[src/sv/assert_macros.svh]
// Assertion macros shared by the priority queue RTL.
// Included by modules that carry concurrent assertions; no other dependencies.
`ifndef ASSERT_MACROS_SVH
`define ASSERT_MACROS_SVH

// Same-cycle implication, disabled while in reset.
`define SPQ_ASSERT_IMP(lbl, clk, rst_n, ante, cons, msg) \
  lbl: assert property (@(posedge clk) disable iff (!rst_n) (ante) |-> (cons)) \
    else $error(msg);

// Next-cycle implication, disabled while in reset.
`define SPQ_ASSERT_NXT(lbl, clk, rst_n, ante, cons, msg) \
  lbl: assert property (@(posedge clk) disable iff (!rst_n) (ante) |=> (cons)) \
    else $error(msg);

`endif

[src/sv/spq_pkg.sv]
// Types and constants for the sorted priority queue.
// No dependencies; used by the cell and the top level.
package spq_pkg;

  localparam int ID_W  = 8;
  localparam int KEY_W = 16;

  typedef enum logic {
    CMD_INSERT = 1'b0,
    CMD_REMOVE = 1'b1
  } spq_cmd_t;

  typedef struct packed {
    logic [ID_W-1:0]         id;
    logic signed [KEY_W-1:0] key;
  } spq_entry_t;

  // Broadcast from the top level to every cell in the chain.
  typedef struct packed {
    logic       ins;
    logic       rem;
    spq_entry_t new_entry;
  } spq_ctrl_t;

endpackage

[src/sv/spq_in_if.sv]
// Input channel of the priority queue: valid/ready handshake plus command item.
// No dependencies.
interface spq_in_if;
  logic               valid;
  logic               ready;
  logic               cmd;
  logic [7:0]         item_id;
  logic signed [15:0] priority_req;

  modport source (output valid, cmd, item_id, priority_req, input ready);
  modport sink   (input valid, cmd, item_id, priority_req, output ready);
endinterface

[src/sv/spq_out_if.sv]
// Result channel of the priority queue: valid/ready handshake plus result item.
// No dependencies.
interface spq_out_if;
  logic       valid;
  logic       ready;
  logic [7:0] removed_id;
  logic       was_empty;
  logic       overflow;
  logic       now_empty;

  modport source (output valid, removed_id, was_empty, overflow, now_empty, input ready);
  modport sink   (input valid, removed_id, was_empty, overflow, now_empty, output ready);
endinterface

[src/sv/spq_cell.sv]
// One slot of the sorted shift-register queue.
// Depends on spq_pkg; instantiated in a chain by sorted_priority_queue.
module spq_cell (
  input  logic                   clk,
  input  spq_pkg::spq_ctrl_t     ctrl,
  input  logic                   occupied,
  input  spq_pkg::spq_entry_t    left_entry,
  input  logic                   left_keep,
  input  spq_pkg::spq_entry_t    right_entry,
  output spq_pkg::spq_entry_t    entry,
  output logic                   keep
);

  spq_pkg::spq_entry_t entry_r;
  spq_pkg::spq_entry_t entry_nxt;

  // Entry stays put on insert when it sorts strictly ahead of the new key.
  assign keep  = occupied && (entry_r.key < ctrl.new_entry.key);
  assign entry = entry_r;

  always_comb begin
    entry_nxt = entry_r;
    if (ctrl.ins) begin
      if (keep) begin
        entry_nxt = entry_r;
      end else if (left_keep) begin
        entry_nxt = ctrl.new_entry;
      end else begin
        entry_nxt = left_entry;
      end
    end else if (ctrl.rem) begin
      entry_nxt = right_entry;
    end
  end

  always_ff @(posedge clk) begin
    entry_r <= entry_nxt;
  end

endmodule

[src/sv/sorted_priority_queue.sv]
// Sorted min-priority queue built as a chain of compare-and-shift cells.
// Depends on spq_pkg, spq_in_if, spq_out_if, spq_cell and assert_macros.svh.
//
// Usage:
//   in_ch  (sink):   cmd 0 inserts item_id with signed priority_req, cmd 1 removes
//                    the entry with the smallest priority. Equal priorities leave
//                    newest first.
//   out_ch (source): one result per item: removed_id, was_empty, overflow and
//                    now_empty (queue empty after the item).
// Result: registered, and shows in the cycle after the item is taken.
// Throughput: one item per cycle when not stalled. Every cell compares its key
//   with the new key and shifts left or right in the same cycle; cells set the pace.
// Stall: in_ch.ready drops while an undelivered result sits in the output
//   register and out_ch.ready is low; it rises again in the cycle the result
//   is taken, so an item can enter while the old result leaves.
// Reset: synchronous, active low; the queue comes up empty and no result pending.
//   A full-queue insert is dropped with overflow set; a remove from an empty
//   queue returns id zero with was_empty set.
`include "assert_macros.svh"

module sorted_priority_queue #(
  parameter int CAPACITY = 16
) (
  input logic      clk,
  input logic      rst_n,
  spq_in_if.sink   in_ch,
  spq_out_if.source out_ch
);

  localparam int CNT_W = $clog2(CAPACITY + 1);

  logic [CNT_W-1:0]    count_r;
  logic [CNT_W-1:0]    count_nxt;
  logic                out_valid_r;
  logic                out_valid_nxt;
  logic [7:0]          removed_id_r;
  logic [7:0]          removed_id_nxt;
  logic                was_empty_r;
  logic                was_empty_nxt;
  logic                overflow_r;
  logic                overflow_nxt;
  logic                now_empty_r;
  logic                now_empty_nxt;

  logic                accept;
  logic                is_full;
  logic                is_empty;
  spq_pkg::spq_ctrl_t  ctrl;

  spq_pkg::spq_entry_t cell_entry [CAPACITY];
  logic                cell_keep  [CAPACITY];

  assign accept   = in_ch.valid && in_ch.ready;
  assign is_full  = (count_r == CNT_W'(CAPACITY));
  assign is_empty = (count_r == '0);

  assign in_ch.ready = !out_valid_r || out_ch.ready;

  assign ctrl.ins = accept && (in_ch.cmd == spq_pkg::CMD_INSERT) && !is_full;
  assign ctrl.rem = accept && (in_ch.cmd == spq_pkg::CMD_REMOVE) && !is_empty;
  assign ctrl.new_entry.id  = in_ch.item_id;
  assign ctrl.new_entry.key = in_ch.priority_req;

  for (genvar i = 0; i < CAPACITY; i++) begin : g_cell
    spq_pkg::spq_entry_t left_entry;
    spq_pkg::spq_entry_t right_entry;
    logic                left_keep;
    logic                occupied;

    assign occupied = (count_r > CNT_W'(i));

    if (i == 0) begin : g_head
      assign left_entry = '0;
      assign left_keep  = 1'b1;
    end else begin : g_body
      assign left_entry = cell_entry[i-1];
      assign left_keep  = cell_keep[i-1];
    end

    if (i == CAPACITY - 1) begin : g_tail
      assign right_entry = cell_entry[i];
    end else begin : g_inner
      assign right_entry = cell_entry[i+1];
    end

    spq_cell u_cell (
      .clk         (clk),
      .ctrl        (ctrl),
      .occupied    (occupied),
      .left_entry  (left_entry),
      .left_keep   (left_keep),
      .right_entry (right_entry),
      .entry       (cell_entry[i]),
      .keep        (cell_keep[i])
    );
  end

  always_comb begin
    count_nxt      = count_r;
    out_valid_nxt  = out_valid_r;
    removed_id_nxt = removed_id_r;
    was_empty_nxt  = was_empty_r;
    overflow_nxt   = overflow_r;
    now_empty_nxt  = now_empty_r;
    if (ctrl.ins) begin
      count_nxt = count_r + CNT_W'(1);
    end else if (ctrl.rem) begin
      count_nxt = count_r - CNT_W'(1);
    end
    if (out_ch.ready) begin
      out_valid_nxt = 1'b0;
    end
    if (accept) begin
      out_valid_nxt  = 1'b1;
      removed_id_nxt = ctrl.rem ? cell_entry[0].id : 8'd0;
      was_empty_nxt  = (in_ch.cmd == spq_pkg::CMD_REMOVE) && is_empty;
      overflow_nxt   = (in_ch.cmd == spq_pkg::CMD_INSERT) && is_full;
      now_empty_nxt  = (count_nxt == '0);
    end
  end

  always_ff @(posedge clk) begin
    if (!rst_n) begin
      count_r     <= '0;
      out_valid_r <= 1'b0;
    end else begin
      count_r     <= count_nxt;
      out_valid_r <= out_valid_nxt;
    end
  end

  always_ff @(posedge clk) begin
    removed_id_r <= removed_id_nxt;
    was_empty_r  <= was_empty_nxt;
    overflow_r   <= overflow_nxt;
    now_empty_r  <= now_empty_nxt;
  end

  assign out_ch.valid      = out_valid_r;
  assign out_ch.removed_id = removed_id_r;
  assign out_ch.was_empty  = was_empty_r;
  assign out_ch.overflow   = overflow_r;
  assign out_ch.now_empty  = now_empty_r;

  `SPQ_ASSERT_IMP(a_count_bound, clk, rst_n, 1'b1, count_r <= CNT_W'(CAPACITY), "count above capacity")
  `SPQ_ASSERT_NXT(a_empty_remove, clk, rst_n, accept && (in_ch.cmd == spq_pkg::CMD_REMOVE) && is_empty, out_valid_r && was_empty_r && (count_r == '0), "empty remove not flagged")
  `SPQ_ASSERT_NXT(a_full_insert, clk, rst_n, accept && (in_ch.cmd == spq_pkg::CMD_INSERT) && is_full, overflow_r && (count_r == $past(count_r)), "full insert changed queue")
  `SPQ_ASSERT_IMP(a_now_empty, clk, rst_n, out_valid_r, now_empty_r == (count_r == '0), "now_empty disagrees with count")

endmodule

[src/flat_wrapper.sv]
// flat-port wrapper written by rule: the top's interface ports become plain ports
module sorted_priority_queue_flat 
#(
  parameter int CAPACITY = 16
)
  (clk, rst_n, in_ch_valid, in_ch_cmd, in_ch_item_id, in_ch_priority_req, in_ch_ready, out_ch_valid, out_ch_removed_id, out_ch_was_empty, out_ch_overflow, out_ch_now_empty, out_ch_ready);
  spq_in_if in_ch_i ();
  spq_out_if out_ch_i ();
  input logic clk;
  input logic rst_n;
  input wire logic [$bits(in_ch_i.valid)-1:0] in_ch_valid;
  input wire logic [$bits(in_ch_i.cmd)-1:0] in_ch_cmd;
  input wire logic [$bits(in_ch_i.item_id)-1:0] in_ch_item_id;
  input wire logic [$bits(in_ch_i.priority_req)-1:0] in_ch_priority_req;
  output wire logic [$bits(in_ch_i.ready)-1:0] in_ch_ready;
  output wire logic [$bits(out_ch_i.valid)-1:0] out_ch_valid;
  output wire logic [$bits(out_ch_i.removed_id)-1:0] out_ch_removed_id;
  output wire logic [$bits(out_ch_i.was_empty)-1:0] out_ch_was_empty;
  output wire logic [$bits(out_ch_i.overflow)-1:0] out_ch_overflow;
  output wire logic [$bits(out_ch_i.now_empty)-1:0] out_ch_now_empty;
  input wire logic [$bits(out_ch_i.ready)-1:0] out_ch_ready;
  assign in_ch_i.valid = in_ch_valid;
  assign in_ch_i.cmd = in_ch_cmd;
  assign in_ch_i.item_id = in_ch_item_id;
  assign in_ch_i.priority_req = in_ch_priority_req;
  assign in_ch_ready = in_ch_i.ready;
  assign out_ch_valid = out_ch_i.valid;
  assign out_ch_removed_id = out_ch_i.removed_id;
  assign out_ch_was_empty = out_ch_i.was_empty;
  assign out_ch_overflow = out_ch_i.overflow;
  assign out_ch_now_empty = out_ch_i.now_empty;
  assign out_ch_i.ready = out_ch_ready;
  sorted_priority_queue #(.CAPACITY(CAPACITY)) u_core (.clk(clk), .rst_n(rst_n), .in_ch(in_ch_i), .out_ch(out_ch_i));
endmodule
[config.mk]
export PLATFORM = sky130hd
export DESIGN_NAME = sorted_priority_queue_flat
export DESIGN_NICKNAME = d
export VERILOG_FILES = /design/src/sv/spq_pkg.sv /design/src/sv/spq_in_if.sv /design/src/sv/spq_out_if.sv /design/src/sv/spq_cell.sv /design/src/sv/sorted_priority_queue.sv /design/src/flat_wrapper.sv
export VERILOG_INCLUDE_DIRS = /design/src /design/src/sv
export SDC_FILE = /design/constraint.sdc
export NUM_CORES = 1
export LEC_CHECK = 0
export BUFFER_PORTS_ARGS = -buffer_cell sky130_fd_sc_hd__buf_4
export CORE_MARGIN = 5
export CORE_UTILIZATION = 55
export CTS_CLUSTER_SIZE = 10
export DETAILED_ROUTE_END_ITERATION = 6
export GPL_TIMING_DRIVEN = 0
export PLACE_DENSITY_LB_ADDON = 0.08
export SLEW_MARGIN = 20
export SYNTH_ARGS = -nofsm -noshare
export SYNTH_HDL_FRONTEND = slang
export SYNTH_SLANG_ARGS = --single-unit
[constraint.sdc]
create_clock -name clk -period 9.6 [get_ports clk]
set_input_delay 0.48 -clock clk [delete_from_list [all_inputs] [get_ports clk]]
set_output_delay 0.48 -clock clk [all_outputs]
set_load 0.05 [all_outputs]
* Word-level counts from Yosys, hierarchy flattened
Cells that the tools add are included.
Word-level totals: output and inout port bits 13, bits in read-only memories 0, input port bits 29, RAM bits 0, register bits 401, memories 0, logic and storage cells 201, latch bits 0
Operators by class: $mul 0, equal/unequal tests 16, reduce and logical (&&, ||, !) cells 47, shift-type cells 0, divide/modulo/power cells 0, add/sub/neg operators 2, bitwise logic cells 2, $lt $le $gt $ge 32, multiplexer cells 64
Operator list (count):
- $mux 24 | 60
- $lt 16x16->1 | 16
- $gt 5x4->1 const B | 8
- $reduce_and 2->1 | 16
- $ne 2x2->1 const B | 15
- $logic_and 1x1->1 | 23
- $gt 5x3->1 const B | 4
- $gt 5x1->1 const B | 2
- $gt 5x2->1 const B | 2
- $logic_not 5->1 | 2
- $mux 5 | 2
- $add 5x1->5 const B | 1
- $eq 5x5->1 const B | 1
- $sub 5x1->5 const B | 1
- $reduce_bool 2->1 | 2
- $logic_not 1->1 | 3
- $mux 1 | 2
- $not 1->1 | 2
- $logic_or 1x1->1 | 1

* Longest topological paths before layout
Gate-level depths: netlist of the first run.
depth after elaboration 8, gate-level depth with buffers 14, depth with buffers taken out 9

* By module
From an unflattened synthesis of the first run, not the netlist that was laid out.
Unflattened totals: cell total of the unflattened synthesis 2778, area total of the unflattened synthesis 27561.4 sq um
Modules (own cells, without submodules):
- spq_cell (u_core.g_cell[0].u_cell ...) | sequential area each 720.7 sq um, area an instance 1657.8 sq um, instances 15, cells an instance 167
- spq_cell (u_core.g_cell[9].u_cell) | sequential area each 720.7 sq um, area an instance 1630.3 sq um, instances 1, cells an instance 166
- sorted_priority_queue | sequential area each 450.4 sq um, area an instance 1063.5 sq um, instances 1, cells an instance 107

* Worst setup path before layout of the first run
Ideal clock, no wire load.
path type input -> register, start in in_ch_priority_req[2], end reg u_core.g_cell[3].u_cell.entry_r (netlist bit u_core.g_cell[3].u_cell.entry[0]), enable pin, library setup time 0.438 ns, cell stages on the path 11, arrival time 4.710 ns, path slack 4.452 ns, required time 9.162 ns, buffers on the path 3, cell sequence clkbuf_1 -> clkbuf_1 -> inv_1 -> ha_1 -> or3_2 -> o21ai_0 -> nor4_1 -> nor4_1 -> nor3_4 -> buf_8 -> o21ai_0
On the way: longest elaborated chain between the ends 4
RTL lines:
- from (decl) | RTL line flat_wrapper.sv:14 | input wire logic [$bits(in_ch_i.priority_req)-1:0] in_ch_priority_req;
- $lt 16x16->1 | RTL line spq_cell.sv:18 | assign keep = occupied && (entry_r.key < ctrl.new_entry.key);
- $logic_and 1x1->1 | RTL line spq_cell.sv:18
- $ne 2x2->1 (no line)
- $reduce_and 2->1 (no line)
- to (signal assigned) | RTL line spq_cell.sv:37 | entry_r <= entry_nxt;
- to (decl) | RTL line spq_cell.sv:14 | spq_pkg::spq_entry_t entry_r;
Every way passes these cells. A chain may end at the register's enable or synchronous reset.

* Worst setup path in the final report of the first run
start in in_ch_priority_req[2], end reg u_core.g_cell[11].u_cell.entry_r (netlist bit u_core.g_cell[11].u_cell.entry[10]), enable pin
On the way: longest elaborated chain between the ends 4
RTL lines (RTL line):
- $lt 16x16->1 | spq_cell.sv:18
- $logic_and 1x1->1 | spq_cell.sv:18
- $ne 2x2->1 (no line)
- $reduce_and 2->1 (no line)
- to (signal assigned) | spq_cell.sv:37
- to (decl) | spq_cell.sv:14
Every way passes these cells.

==> results of run 1 <==
synth_stat cells (all sizes together) (5+ instances only):
| master | number |
|---|---|
| nor2 | 62 |
| o21a | 10 |
| inv | 33 |
| and4 | 19 |
| and2 | 13 |
| ha | 246 |
| a31oi | 9 |
| nor2b | 9 |
| nand3 | 87 |
| a211oi | 6 |
| a221oi | 6 |
| edfxtp | 395 |
| o21ai | 251 |
| a21o | 33 |
| buf | 70 |
| a21oi | 171 |
| and3 | 21 |
| a2111oi | 7 |
| a21boi | 5 |
| nand4 | 28 |
| nand2b | 22 |
| nor3 | 6 |
| o211ai | 63 |
| dfxtp | 6 |
| mux2i | 321 |
| o22ai | 51 |
| clkbuf | 118 |
| or3 | 8 |
| mux2 | 27 |
| nand2 | 380 |
| a41oi | 7 |
worst register-to-register path, delay by kind of cell (launching register included):
kind	cells	cell delay (ps)
AOI/OAI and AO/OA	1	860
and+or+nand+nor	2	500
buffers and inverters	7	2240
DFF	1	360
adders and majority gates	1	290
power groups by stage:
stage / combinational (uW) / clock, uW / sequential [uW]
floorplan: 1230 / 0 / 2550
global placement: 1680 / 0 / 2640
detailed placement: 1810 / 0 / 2620
CTS: 1820 / 1700 / 2590
global route: 2020 / 1770 / 2620
finish: 1860 / 1690 / 2600
registers in the layout (all words and copies together) (netlist names):
signal                      count
u_core.g_cell.u_cell.entry    384
u_core.out_ch.removed_id        8
u_core.count_r                  5
u_core.out_ch.now_empty         1
u_core.out_ch.overflow          1
u_core.out_ch.valid             1
u_core.out_ch.was_empty         1
final timing paths:
path | startpoint | end | slack, ps | cells past startpoint
max | in_ch_priority_req[2] | u_core.g_cell[11].u_cell.entry[10] | 4450 | 12
min | in_ch_valid | u_core.out_ch.valid | 170 | 3
max reg2reg | u_core.count_r[0] | u_core.g_cell[15].u_cell.entry[22] | 5060 | 11
min reg2reg | u_core.g_cell[15].u_cell.entry[22] | u_core.g_cell[14].u_cell.entry[22] | 560 | 2
metrics by stage:
step           hold WS [ps]  util, %  cells  instance area, um2
6_report                169     61.3   3263               29300
5_1_grt                 174     61.3   3263               29300
3_3_place_gp            529     57.7   3176               27600
4_1_cts                 148     61.3   3263               29300
3_5_place_dp            547     58.4   3185               27900
2_1_floorplan           514        -   2536               26600
cell usage in the layout (no fill, tap or decap), types with 60 or more instances in the layout:
master and n:
a21oi_1 170, clkbuf_1 138, edfxtp_1 395, ha_1 246
mux2i_1 317, nand2_1 373, nand3_1 87, nor2_1 62
o211ai_1 63, o21ai_0 183, o21ai_1 60
logic make-up after synthesis:
family | synth area share (%)
DFF | 45.0
adders and majority gates | 11.6
xor gates and xnor gates | 0.132
and+or+nand+nor | 11.6
muxes | 13.3
buffers and inverters | 4.15
AOI/OAI and AO/OA | 14.3
cell type report:
class,instances,area [um2],area share [%]
Clock inverter,9,72.6,0.248
Buffer,191,980,3.35
Inverter,33,124,0.423
Timing Repair Buffer,34,419,1.43
Clock buffer,69,1290,4.41
Sequential cell,401,12000,40.9
Multi-Input combinational cell,1911,13600,46.6
Tap cell,615,769,2.63
layer usage:
metal / track usage, % / up-vias / share of wire [%]
met3: 4.06 / 209 / 7.6
li1: - / 9750 / -
met4: 14.1 / 0 / 4.4
met2: 48.9 / 1075 / 44
met5: 0 / - / 0
met1: 45.5 / 10800 / 44
==> flow_summary.ini, run 1 <==
[run_status]
run_status = finished, final reports clean

[sta]
setup_viol = 0
fin_crit_ps = 5150
timing.fmax_mhz = 194
tightestPinTransition_ps = 1140
tns_ps = 0
fin_skew_ps = 19.9
hold_viol = 0
final-max-slew-violation-count = 0
rsz0062_at_grt = no
slew_headroom_pct = 24.2
fin_ws_ps = 4450
fin_crit_sh_pct = 53.7

[routing]
avgViaCountPerCell = 6.69
drc = 0
drtAntennaViolNets = 0
num_vias = 21800
wire_per_inst_um = 26.8
drt-initial-drc-count = 2421
drt-total-wl_mm = 87.6
drtPass1Iterations = 6

[synthesis]
seq_area_frac_synth_pct = 45.0
synth-seq-cells = 401
synthFlopType = edfxtp_1
syn_nets = 2811
netlist_instances = 2536
syn-cell-area_um2 = 26600
yosys.area.top_type = edfxtp_1
yosys_warnings = 0
syn_area_per_cell_um2 = 10.5
synth_edf_count = 395
ys_top_cells_by_area = edfxtp_1 (45%), mux2i_1 (12%), ha_1 (12%)
synth.distinct_cells = 74
async_flop_share_pct = 0
yosysTopAreaCellShare_pct = 44.6

[placed_design]
pre_cts_ws_ps = 3660
dpl.hpwl_mm = 67.9
port_buffers = 25
gp_congestion = 0.937

[clocking]
cts.clk_slew.worst_paths_ps = 60
cts_inserted_buffers = 48
ctsHoldBuffers = 0
clock-sinks = 401
htreeDepth = 2
cts_tree = built
cts_resized = 0
clkLatencyLatePin_ps = 610
cts_setup_buffers = 0
clock_path_buffers = 3
cts_root_buffer = clkbuf_16

[die]
initial_core_util_pct = 55.7
num_io_pins = 42
core_um2 = 47700
die_x_um = 230
rows = 80
floorplan.die_area_um2 = 52900
die_h_um = 230

[finish]
final_net_count = 2895
antenna_cells = 0
area_growth_pct = 10.1
nFillCells = 4037
drive_above_1_share_pct = 7.97

[global_route]
grt_use_total_pct = 31.8
grt_first_pass_wirelength_mm = 130
antenna_found_initial = 0
grt_pass1_vias = 21800
grt_max_degree = 25
overflow = 0

[pwr]
totalPowerFinal_uw = 6150
power_frac_clock_pct = 27.5
p_comb_share_pct = 30.3
p_int_uw = 4000
vdd_ir_drop_max_mv = 0.148
leakagePower_uw = 0.0115
cellPowerDensity_nw_per_um2 = 210
seqPwrFrac_pct = 42.3
switching_share_pct = 35.0
p_sw_uw = 2160

[critical_path]
critical_path_required_ps = 9830
critPathSlowestCell = mux2i_2
cp.arrival_ps = 5380
crit_type = primary input to flip-flop
crit_family = buffers and inverters
crit_fanout = 24
max_stage_delay_ps = 620
cp-start-kind = primary input
crit_path_cell_trace = clkbuf_1 -> clkbuf_1 -> inv_1 -> ha_1 -> a21o_1 -> a31oi_1 -> o21ai_0 -> a311oi_1 -> mux2i_2 -> clkbuf_1 -> nand2_1 -> nand2_2
crit_path_frequent_cell = clkbuf_1
crit_path_end_kind = flip-flop
path_buf_inv = 4

[job]
maxCapViolCount = 0

[hold_path]
hp-class = primary input to flip-flop
(Power assumes the default switching activity.)
==> run 2, diff against run 1 <==
--- a/config.mk
+++ b/config.mk
@@ -6,6 +6,7 @@
 export SDC_FILE = /design/constraint.sdc
 export NUM_CORES = 1
 export LEC_CHECK = 0
+export ABC_AREA = 1
 export BUFFER_PORTS_ARGS = -buffer_cell sky130_fd_sc_hd__buf_4
 export CORE_MARGIN = 5
 export CORE_UTILIZATION = 55
==> constraint.sdc (replaced) <==
create_clock -name clk -period 4.44 [get_ports clk]
set_input_delay 0.222 -clock clk [delete_from_list [all_inputs] [get_ports clk]]
set_output_delay 0.222 -clock clk [all_outputs]
set_load 0.05 [all_outputs]
==> run 2 against run 1 <==
Effect of this change:
- the flow now finishes with violations (design-rule violations)
- global-route usage rose by 1.0 points
- flip-flop and latch count stayed put
- power grew 130%
- first-iteration DRC count rose by 14%
- core utilization increased by 0.23 points
- combinational power up 150%
- critical endpoint is now u_core.g_cell[0].u_cell.entry[5]
- largest cell class unchanged
==> flow_summary.ini, run 2 <==
[sta]
slew_headroom_pct = 18.3
tightestPinTransition_ps = 1220
fin_crit_ps = 4230
fin_crit_sh_pct = 95.2
setup_viol = 0
holdWs_ps = 203
rsz0062_at_grt = no
fin_skew_ps = 23.9
final-max-slew-violation-count = 0
fin_ws_ps = 215
hold_viol = 0
timing.fmax_mhz = 237
tns_ps = 0

[critical_path]
rr_startpoint = u_core.count_r[0]
crit_type = primary input to flip-flop
r2r_cells = 10
critical_path_required_ps = 4670
crit_fanout = 24
path_buf_inv = 6
max_stage_delay_ps = 780
crit_path_end_kind = flip-flop
cp.arrival_ps = 4450
r2r_setup_slack_ps = 640
crit_path_frequent_cell = nand2_1
crit_family = buffers and inverters
critPathSlowestCell = nand2_1
crit_path_cell_trace = dlygate4sd3_1 -> buf_4 -> inv_1 -> clkbuf_2 -> buf_16 -> ha_1 -> a21oi_1 -> nor2_1 -> nor3_1 -> nand2_1 -> nand2_1 -> nand3_1 -> nand3_2 -> buf_4 -> nand2_1 -> nand2_1
rr_endpoint = u_core.g_cell[14].u_cell.entry[11]
cp-start-kind = primary input

[placed_design]
dp_cells = 4531
gp_congestion = 0.950
port_buffers = 40
pre_cts_ws_ps = -133
dpl.hpwl_mm = 73.4

[synthesis]
synth_common_cells = nand2_1 (1396), inv_1 (465), edfxtp_1 (395), nand3_1 (378), nand4_1 (373)
yosysMostFrequentCell = nand2_1
syn-cell-area_um2 = 28900
synth_edf_count = 395
seq_area_frac_synth_pct = 41.4
netlist_instances = 3788
yosys_warnings = 0
yosys.area.top_type = edfxtp_1
ys_top_cells_by_area = edfxtp_1 (41%), nand2_1 (18%), ha_1 (11%)
synth-seq-cells = 401
synthFlopType = edfxtp_1
yosysTopAreaCellShare_pct = 41.0
async_flop_share_pct = 0
syn_area_per_cell_um2 = 7.63
synth.distinct_cells = 35
syn_nets = 4063

[routing]
wire_per_inst_um = 20.8
drtAntennaViolNets = 0
drt-initial-drc-count = 2755
num_vias = 27300
drt-total-wl_mm = 96.6
avgViaCountPerCell = 5.88
drtPass1Iterations = 7
drc = 6

[finish]
finish.utilization_pct = 61.5
area_growth_pct = 11.4
stdcell_count = 4641
final_net_count = 4196
largest_reg_flops = 384
mostFrequentLayoutCells = nand2_1 (1389), inv_1 (465), edfxtp_1 (395)
drive_above_1_share_pct = 6.70
final_common_cell = nand2_1
antenna_cells = 0

[pwr]
vdd_ir_drop_max_mv = 0.320
p_sw_uw = 5380
cellPowerDensity_nw_per_um2 = 435
p_int_uw = 8640
switching_share_pct = 38.4
leakagePower_uw = 0.0160
p_comb_share_pct = 33.1
power_frac_clock_pct = 27.0
seqPwrFrac_pct = 39.9

[hold_path]
hold_start = out_ch_ready
hold_depth = 3
holdPathEnd = u_core.out_ch.removed_id[6]
hp-class = primary input to flip-flop

[clocking]
clkLatencyLatePin_ps = 610
htreeDepth = 2
cts_root_buffer = clkbuf_16
cts_tree = built
cts_inserted_buffers = 49
clock_path_buffers = 3
cts_setup_buffers = 0
cts.clk_slew.worst_paths_ps = 60
clock-sinks = 401

[die]
core_um2 = 52300
die_h_um = 239
rows = 84
die_x_um = 239
num_io_pins = 42
floorplan.die_area_um2 = 57200
initial_core_util_pct = 55.2

[global_route]
grt_max_degree = 25
grt_use_total_pct = 32.8
grt_first_pass_wirelength_mm = 146
antenna_found_initial = 0
overflow = 0
grt_pass1_vias = 26100

[run_status]
run_status = complete, but fails checks
violations = design-rule violations

[job]
maxCapViolCount = 0
-- run 2: cell type report --
| class | instances | area [um2] |
|---|---|---|
| Fill cell | 4948 | 20100 |
| Multi-Input combinational cell | 2687 | 14100 |
| Sequential cell | 401 | 12000 |
| Inverter | 469 | 1760 |
| Clock buffer | 72 | 1380 |
| Buffer | 231 | 1070 |
| Timing Repair Buffer | 82 | 976 |
| Tap cell | 688 | 861 |
| Clock inverter | 11 | 47.5 |
-- run 2: cells by family after synthesis --
logic type	Yosys count	synth area share [%]
fa+ha+maj	246	10.6
xor+xnor	3	0.0909
flops	401	41.4
buf+inv	700	9.73
compound gates	182	3.42
simple gates	2256	34.7
-- run 2: metal layers --
metal	vias to the layer above	track usage, %	share of wire [%]
met5	-	0	0
met4	0	14.9	5.3
met3	269	4.72	7.3
met2	1161	55.8	48
met1	12800	41.7	40
li1	13100	-	-
-- run 2: repair_timing --
| action | CTS | global route |
|---|---|---|
| hold buffers | 27 | 0 |
| hold endpoints to repair | 31 | 0 |
| resized for setup | 0 | 0 |
-- run 2: through the flow --
step	total power [uW]	area, um2
floorplan	8690	28900
global placement	10000	30100
detailed placement	10200	30500
CTS	13900	32200
global route	14800	32200
finish	14000	32200
-- run 2: how the worst max path moves through the flow --
stage / start / to / slack (ps) / cells after the start
4_1_cts: in_ch_priority_req[5] / u_core.g_cell[9].u_cell.entry[9] / 30 / 15
3_5_place_dp: in_ch_priority_req[11] / u_core.g_cell[9].u_cell.entry[9] / -130 / 14
2_1_floorplan: in_ch_priority_req[5] / u_core.g_cell[10].u_cell.entry[0] / 1100 / 13
5_1_grt: in_ch_priority_req[5] / u_core.g_cell[0].u_cell.entry[8] / 60 / 16
6_report: in_ch_priority_req[5] / u_core.g_cell[0].u_cell.entry[5] / 210 / 16
3_3_place_gp: in_ch_priority_req[5] / u_core.g_cell[9].u_cell.entry[9] / -1320 / 14
-- run 2: power by group through the flow --
| stage | registers [uW] | logic (uW) | clock network, uW |
|---|---|---|---|
| after floorplan | 5450 | 3240 | 0 |
| after global placement | 5650 | 4360 | 0 |
| after detailed placement | 5650 | 4520 | 0 |
| after CTS | 5580 | 4560 | 3790 |
| after global routing | 5630 | 5190 | 3960 |
| final | 5590 | 4640 | 3780 |
-- run 2: worst reg2reg max path: stages, from the launching register on --
cell and delay [ps]:
dfxtp_1 470, inv_1 210, ha_1 280, nand4_1 120, nand3_1 130, inv_1 210
buf_2 330, buf_2 360, buf_2 400, nand2_1 90, nand2_1 810
